==> src/rtl/slm_pkg.sv <==
// Package for the sorted list merge block: sizes, request codes and state type.
`default_nettype none
package slm_pkg;

  // Elements held per list
  localparam int DEPTH  = 32;
  localparam int ADDR_W = (DEPTH > 1) ? $clog2(DEPTH) : 1;
  localparam int CNT_W  = $clog2(DEPTH + 1);
  localparam int DATA_W = 32;

  // Request codes
  localparam logic [1:0] REQ_LOAD_A = 2'd0;
  localparam logic [1:0] REQ_LOAD_B = 2'd1;
  localparam logic [1:0] REQ_MERGE  = 2'd2;

  typedef enum logic {
    ST_IDLE,
    ST_EMIT
  } state_t;

endpackage
`default_nettype wire

==> src/rtl/slm_ram.sv <==
// Generic single-write, single-read RAM with registered read data.
`default_nettype none
module slm_ram #(
  parameter int WIDTH  = 32,
  parameter int DEPTH  = 32,
  parameter int ADDR_W = (DEPTH > 1) ? $clog2(DEPTH) : 1
) (
  input  wire logic              clk,
  input  wire logic              we,
  input  wire logic [ADDR_W-1:0] waddr,
  input  wire logic [WIDTH-1:0]  wdata,
  input  wire logic [ADDR_W-1:0] raddr,
  output logic      [WIDTH-1:0]  rdata
);

  logic [WIDTH-1:0] mem [DEPTH];

  // Write port and registered read port
  always_ff @(posedge clk) begin
    if (we) begin
      mem[waddr] <= wdata;
    end
    rdata <= mem[raddr];
  end

endmodule
`default_nettype wire

==> src/rtl/sorted_list_merge.sv <==
// Top level of the sorted list merge block: list stores, merge sequencer, result port.
//
// Usage: each command is a transfer on start while busy is low. in_req_type
// selects append to list A, append to list B, or merge. An append produces no
// result; appends to a full list are dropped, as is the unused request code.
// Appends may come every cycle. A merge with n stored elements in total raises
// busy from the cycle after the merge transfer; while it is high, out_valid
// strobes the n elements of the ascending sequence in turn (B first on equal
// heads), and out_last marks the final one. A merge of two empty lists
// produces nothing and keeps busy low. The rate of one element per cycle is
// set by the single shared head comparator and the one read port of each
// list RAM, whose next address is prefetched while the current heads are
// compared. After the last element both counts clear, so the next job starts
// empty. Reset (rst_n low, synchronous) clears the counts and returns to idle;
// the list contents are not cleared. The receiver cannot stall: each
// result is valid for exactly one cycle.
`default_nettype none
module sorted_list_merge (
  input  wire logic        clk,
  input  wire logic        rst_n,
  input  wire logic        start,
  output logic             busy,
  input  wire logic [1:0]  in_req_type,
  input  wire logic signed [31:0] in_value,
  output logic             out_valid,
  output logic signed [31:0] out_merged_value,
  output logic             out_last
);

  localparam int AW = slm_pkg::ADDR_W;
  localparam int CW = slm_pkg::CNT_W;
  localparam int DW = slm_pkg::DATA_W;
  localparam logic [CW-1:0] DEPTH_C = CW'(slm_pkg::DEPTH);

  slm_pkg::state_t state_r, state_nxt;
  logic [CW-1:0] cnt_a_r, cnt_a_nxt;
  logic [CW-1:0] cnt_b_r, cnt_b_nxt;
  logic [CW-1:0] ia_r, ia_nxt;
  logic [CW-1:0] ib_r, ib_nxt;

  logic          accept;
  logic          we_a, we_b;
  logic [DW-1:0] head_a, head_b;
  logic          a_has, b_has, take_a, done;

  assign accept = start && !busy;
  assign we_a   = accept && (in_req_type == slm_pkg::REQ_LOAD_A) && (cnt_a_r < DEPTH_C);
  assign we_b   = accept && (in_req_type == slm_pkg::REQ_LOAD_B) && (cnt_b_r < DEPTH_C);

  // List stores; read address is the head index for the next cycle
  slm_ram #(.WIDTH(DW), .DEPTH(slm_pkg::DEPTH), .ADDR_W(AW)) u_ram_a (
    .clk   (clk),
    .we    (we_a),
    .waddr (cnt_a_r[AW-1:0]),
    .wdata (in_value),
    .raddr (ia_nxt[AW-1:0]),
    .rdata (head_a)
  );

  slm_ram #(.WIDTH(DW), .DEPTH(slm_pkg::DEPTH), .ADDR_W(AW)) u_ram_b (
    .clk   (clk),
    .we    (we_b),
    .waddr (cnt_b_r[AW-1:0]),
    .wdata (in_value),
    .raddr (ib_nxt[AW-1:0]),
    .rdata (head_b)
  );

  // Compare heads in the shared comparator
  assign a_has  = ia_r < cnt_a_r;
  assign b_has  = ib_r < cnt_b_r;
  assign take_a = a_has && (!b_has || ($signed(head_a) < $signed(head_b)));

  // Advance indexes and counts
  always_comb begin
    cnt_a_nxt = cnt_a_r;
    cnt_b_nxt = cnt_b_r;
    ia_nxt    = ia_r;
    ib_nxt    = ib_r;
    case (state_r)
      slm_pkg::ST_IDLE: begin
        ia_nxt = '0;
        ib_nxt = '0;
        if (we_a) begin
          cnt_a_nxt = cnt_a_r + CW'(1);
        end
        if (we_b) begin
          cnt_b_nxt = cnt_b_r + CW'(1);
        end
        if (accept && (in_req_type == slm_pkg::REQ_MERGE) &&
            (cnt_a_r == '0) && (cnt_b_r == '0)) begin
          cnt_a_nxt = '0;
          cnt_b_nxt = '0;
        end
      end
      slm_pkg::ST_EMIT: begin
        if (take_a) begin
          ia_nxt = ia_r + CW'(1);
        end else begin
          ib_nxt = ib_r + CW'(1);
        end
        if ((ia_nxt == cnt_a_r) && (ib_nxt == cnt_b_r)) begin
          cnt_a_nxt = '0;
          cnt_b_nxt = '0;
        end
      end
      default: begin
        ia_nxt = '0;
        ib_nxt = '0;
      end
    endcase
  end

  assign done = (ia_nxt == cnt_a_r) && (ib_nxt == cnt_b_r);

  // Next state
  always_comb begin
    state_nxt = state_r;
    case (state_r)
      slm_pkg::ST_IDLE: begin
        if (accept && (in_req_type == slm_pkg::REQ_MERGE) &&
            ((cnt_a_r != '0) || (cnt_b_r != '0))) begin
          state_nxt = slm_pkg::ST_EMIT;
        end
      end
      slm_pkg::ST_EMIT: begin
        if (done) begin
          state_nxt = slm_pkg::ST_IDLE;
        end
      end
      default: state_nxt = slm_pkg::ST_IDLE;
    endcase
  end

  // Outputs
  always_comb begin
    busy             = 1'b0;
    out_valid        = 1'b0;
    out_last         = 1'b0;
    out_merged_value = take_a ? head_a : head_b;
    case (state_r)
      slm_pkg::ST_IDLE: begin
        busy = 1'b0;
      end
      slm_pkg::ST_EMIT: begin
        busy      = 1'b1;
        out_valid = 1'b1;
        out_last  = done;
      end
      default: begin
        busy = 1'b0;
      end
    endcase
  end

  // State and counters
  always_ff @(posedge clk) begin
    if (!rst_n) begin
      state_r <= slm_pkg::ST_IDLE;
      cnt_a_r <= '0;
      cnt_b_r <= '0;
      ia_r    <= '0;
      ib_r    <= '0;
    end else begin
      state_r <= state_nxt;
      cnt_a_r <= cnt_a_nxt;
      cnt_b_r <= cnt_b_nxt;
      ia_r    <= ia_nxt;
      ib_r    <= ib_nxt;
    end
  end

`ifndef SYNTHESIS
  // The last element of a run returns the block to idle
  a_last_idle: assert property (@(posedge clk) disable iff (!rst_n)
    out_last |=> !busy)
    else $error("busy still high after last element");

  // A merge of a non-empty job starts emitting in the next cycle
  a_merge_emits: assert property (@(posedge clk) disable iff (!rst_n)
    (accept && (in_req_type == slm_pkg::REQ_MERGE) &&
     ((cnt_a_r != '0) || (cnt_b_r != '0))) |=> out_valid)
    else $error("merge of stored elements produced no result");

  // Every emitted element comes from a list that still holds one
  a_emit_source: assert property (@(posedge clk) disable iff (!rst_n)
    out_valid |-> (a_has || b_has))
    else $error("result emitted with both lists drained");
`endif

endmodule
`default_nettype wire
==> config.mk <==
export PLATFORM = sky130hd
export DESIGN_NAME = sorted_list_merge
export DESIGN_NICKNAME = d
export VERILOG_FILES = /design/src/rtl/slm_pkg.sv /design/src/rtl/slm_ram.sv /design/src/rtl/sorted_list_merge.sv
export SDC_FILE = /design/constraint.sdc
export NUM_CORES = 2
export LEC_CHECK = 0
export BUFFER_PORTS_ARGS = -buffer_cell sky130_fd_sc_hd__buf_2
export CAP_MARGIN = 20
export CELL_PAD_IN_SITES_DETAIL_PLACEMENT = 1
export CELL_PAD_IN_SITES_GLOBAL_PLACEMENT = 2
export CORE_MARGIN = 2
export CORE_UTILIZATION = 51
export DETAILED_ROUTE_END_ITERATION = 10
export PLACE_DENSITY_LB_ADDON = 0.15
export SLEW_MARGIN = 20
export SYNTH_ARGS = -nofsm -noshare
export SYNTH_HDL_FRONTEND = slang
export SYNTH_SLANG_ARGS = --single-unit
==> constraint.sdc <==
create_clock -name clk -period 6.67 [get_ports clk]
set_clock_uncertainty 0.2 [all_clocks]
set_input_delay 0.667 -clock clk [delete_from_list [all_inputs] [get_ports clk]]
set_output_delay 0.667 -clock clk [all_outputs]
set_load 0.01 [all_outputs]
==> impl_results.md <==
* Clock buffers created by TritonCTS at 211
* Initial antenna violation count at 9
* Mapped Nets at 5380
* Critical Path Sink Type: output port
* Worst-skew pair later-pin latency at 860 ps
* Root Buffer: clkbuf_16
* Clock period minus worst slack at 6440 ps
* Worst Path Required at 5800 ps
* Synth Register Bits at 2137
* Clock transition at the registers of the reported paths at 60 ps
* Post-synth top flop: edfxtp_1
* Kind of critical path: flip-flop to output port
* DR WL/cell at 34.2 um
* Nets@finish at 5499
* Worst Path Arrival at 5570 ps
* Synth area leaders: edfxtp_1 74%, o221ai_1 3.4%, a211oi_1 2.5%, a21oi_1 2.4%, dfxtp_1 2.1%
* RSZ-0062 raised after global routing: false
* Synth warn at 0
* Final setup vio count at 0
* Leak Pwr at 30.5 nW
* Starting density of the core at 0.513
* Total power at 0.0270 W
* Layout area overhead at 13.1%
* WL final at 266000 um
* Mapped Area at 83400 um2
* CP Launch Type: flip-flop
* Die Wd at 408 um
* IO Pins at 72
* Hold crit path type: input pin to flip-flop
* Top-area cell type share of the netlist area at 0.737
* Worst-margin pin slew at 1080 ps
* Hold_ws at 127 ps
* Core area at 163000 um2
* Post-route setup TNS at 0 ps
* Cells after Synth at 5292
* Peak Freq at 155 MHz
* Max FO, Critical Path at 12
* Peak VDD IR at 0.307 mV
* Iter 0 DRT Violations at 6616
* Via density at 6.71
* Final Hold Fails at 0
* Longest Clk Path Bufs at 3
* Crit-path leading delay family: simple AND/OR/NAND/NOR gates
* Asr flop ratio synth at 0
* First-pass detailed-route iteration total at 5
* CP max-delay cell: mux2i_1
* First-pass GRT wire length at 382000 um
* Maxcap violations at 0
* EDFF count, synth at 2048
* Worst Setup Slack, final at 234 ps
* Post-synthesis sequential area ratio at 0.759
* Util after Layout at 0.580
* Row count at 148
* Vias in the first global route at 53200
* Cell variety after synth at 76
* Gates resized, CTS repair at 0
* Most instantiated library cell after synthesis: edfxtp_1
* Buf/Inv on CP at 2
* Antenna Nets Post-Route at 0
* Total track usage at 0.317
* Mean Syn Cell Area at 15.8 um2
* Largest net degree at the start of global routing at 123
* H-Tree Depth at 4
* Die Area at 167000 um2
* CTS sink count at 2137
* Post-synth top cells: 2048 x edfxtp_1, 447 x nand2_1, 393 x a21oi_1
* DRC errors left at 0
* Cell accounting for the most synthesized area: edfxtp_1
* Status: finished, final reports clean
* CTS tree: yes
* Relative slew margins at 0.259
* Via count at 52100
* CP peak stage delay at 950 ps
* PD cells at 286 nW/um2
* Critical-path cell list: inv_1 > ha_1 > nand2_1 > o21ai_1 > a21oi_1 > o221a_2 > nor4_2 > mux2i_1 > xnor2_1 > nand4_1 > or4_1 > a311oi_1 > buf_2
* Count of pins over their slew limit at 0
* Final period util at 0.965
* Dpl ws at 832 ps
* Die height at 408 um
* Placer Congestion at 0.814
* Share of cells above drive strength 1 at 0.131
* Grt total ovfl at 0
* Detailed Place HPWL at 151000 um
* Port buffer count at 71
==> cell type report <==
class | count | area (um2)
Antenna cell | 4 | 10.0
Clock buffer | 286 | 5690
Multi-Input combinational cell | 2692 | 18900
Inverter | 54 | 203
Clock inverter | 110 | 875
Sequential cell | 2137 | 63300
Tap cell | 2175 | 2720
Fill cell | 14800 | 68200
Timing Repair Buffer | 315 | 2620
==> per-layer routing <==
| metal | up-vias | GRT usage | wire (um) |
|---|---|---|---|
| met4 | 4 | 0.0977 | 7830 |
| met1 | 27400 | 0.464 | 112000 |
| met3 | 399 | 0.0531 | 23000 |
| met2 | 2532 | 0.488 | 123000 |
| li1 | 21800 | - | - |
| met5 | - | 0 | 21 |
==> path summary, 6_finish.rpt <==
path	from	end	slack, ps	cells after the start
min	in_value[21]	u_ram_a.mem[6][21]$_DFFE_PP_	130	1
max	cnt_b_r[2]$_SDFFE_PN0P_	out_last	230	13
max reg2reg	u_ram_a.rdata[23]$_DFF_P_	u_ram_b.rdata[0]$_DFF_P_	800	13
min reg2reg	u_ram_b.mem[24][28]$_DFFE_PP_	u_ram_b.rdata[28]$_DFF_P_	410	4
==> metrics by stage <==
stage                     cell area (um2)  instances
after CTS                           94200       7765
after global placement              87600       7365
after floorplan                     83400       5292
after global routing                94300       7769
final                               94300       7773
after detailed placement            87600       7366
==> repair_timing <==
item                                   CTS  global route
hold buffers                             3             0
setup buffers                            0             0
endpoints found under the hold margin    6             0
==> power by group <==
group / internal [W] / switching [W] / leakage [nW]
Sequential: 0.0147 / 0.0000216 / 19.2
Combinational: 0.000146 / 0.000576 / 8.19
Clock: 0.00643 / 0.00507 / 3.20
Total: 0.0213 / 0.00567 / 30.5
==> sequential cells by signal, indices dropped and copies added, names as in the netlist <==
name           count
ia_r               6
u_ram_b.mem     1024
cnt_b_r            6
u_ram_a.mem     1024
state_r            1
ib_r               6
cnt_a_r            6
u_ram_a.rdata     32
u_ram_b.rdata     32
==> logic make-up (layout without fill, tap and decap cells) <==
group           count (synthesis)  after routing  share of synthesized area
compound gates               1564           1564                      0.133
other cells                     0              4                          0
xor+xnor                       32             32                    0.00336
simple gates                  841            841                     0.0456
buf+inv                       463            765                     0.0221
flops                        2137           2137                      0.759
fa+ha+maj                      51             51                    0.00765
mux                           204            204                     0.0292
==> cell usage in the layout, fill, tap and decap left out, drive strengths merged, types with 64 or more instances in the layout <==
master  count
a211oi    283
and3       64
nor2       96
nand2     447
clkbuf    286
dfxtp      89
mux2i     169
clkinv     88
edfxtp   2048
a21oi     393
nand3     100
buf       312
o21ai     153
o22ai      68
o221ai    321
(Power assumes the default switching activity.)
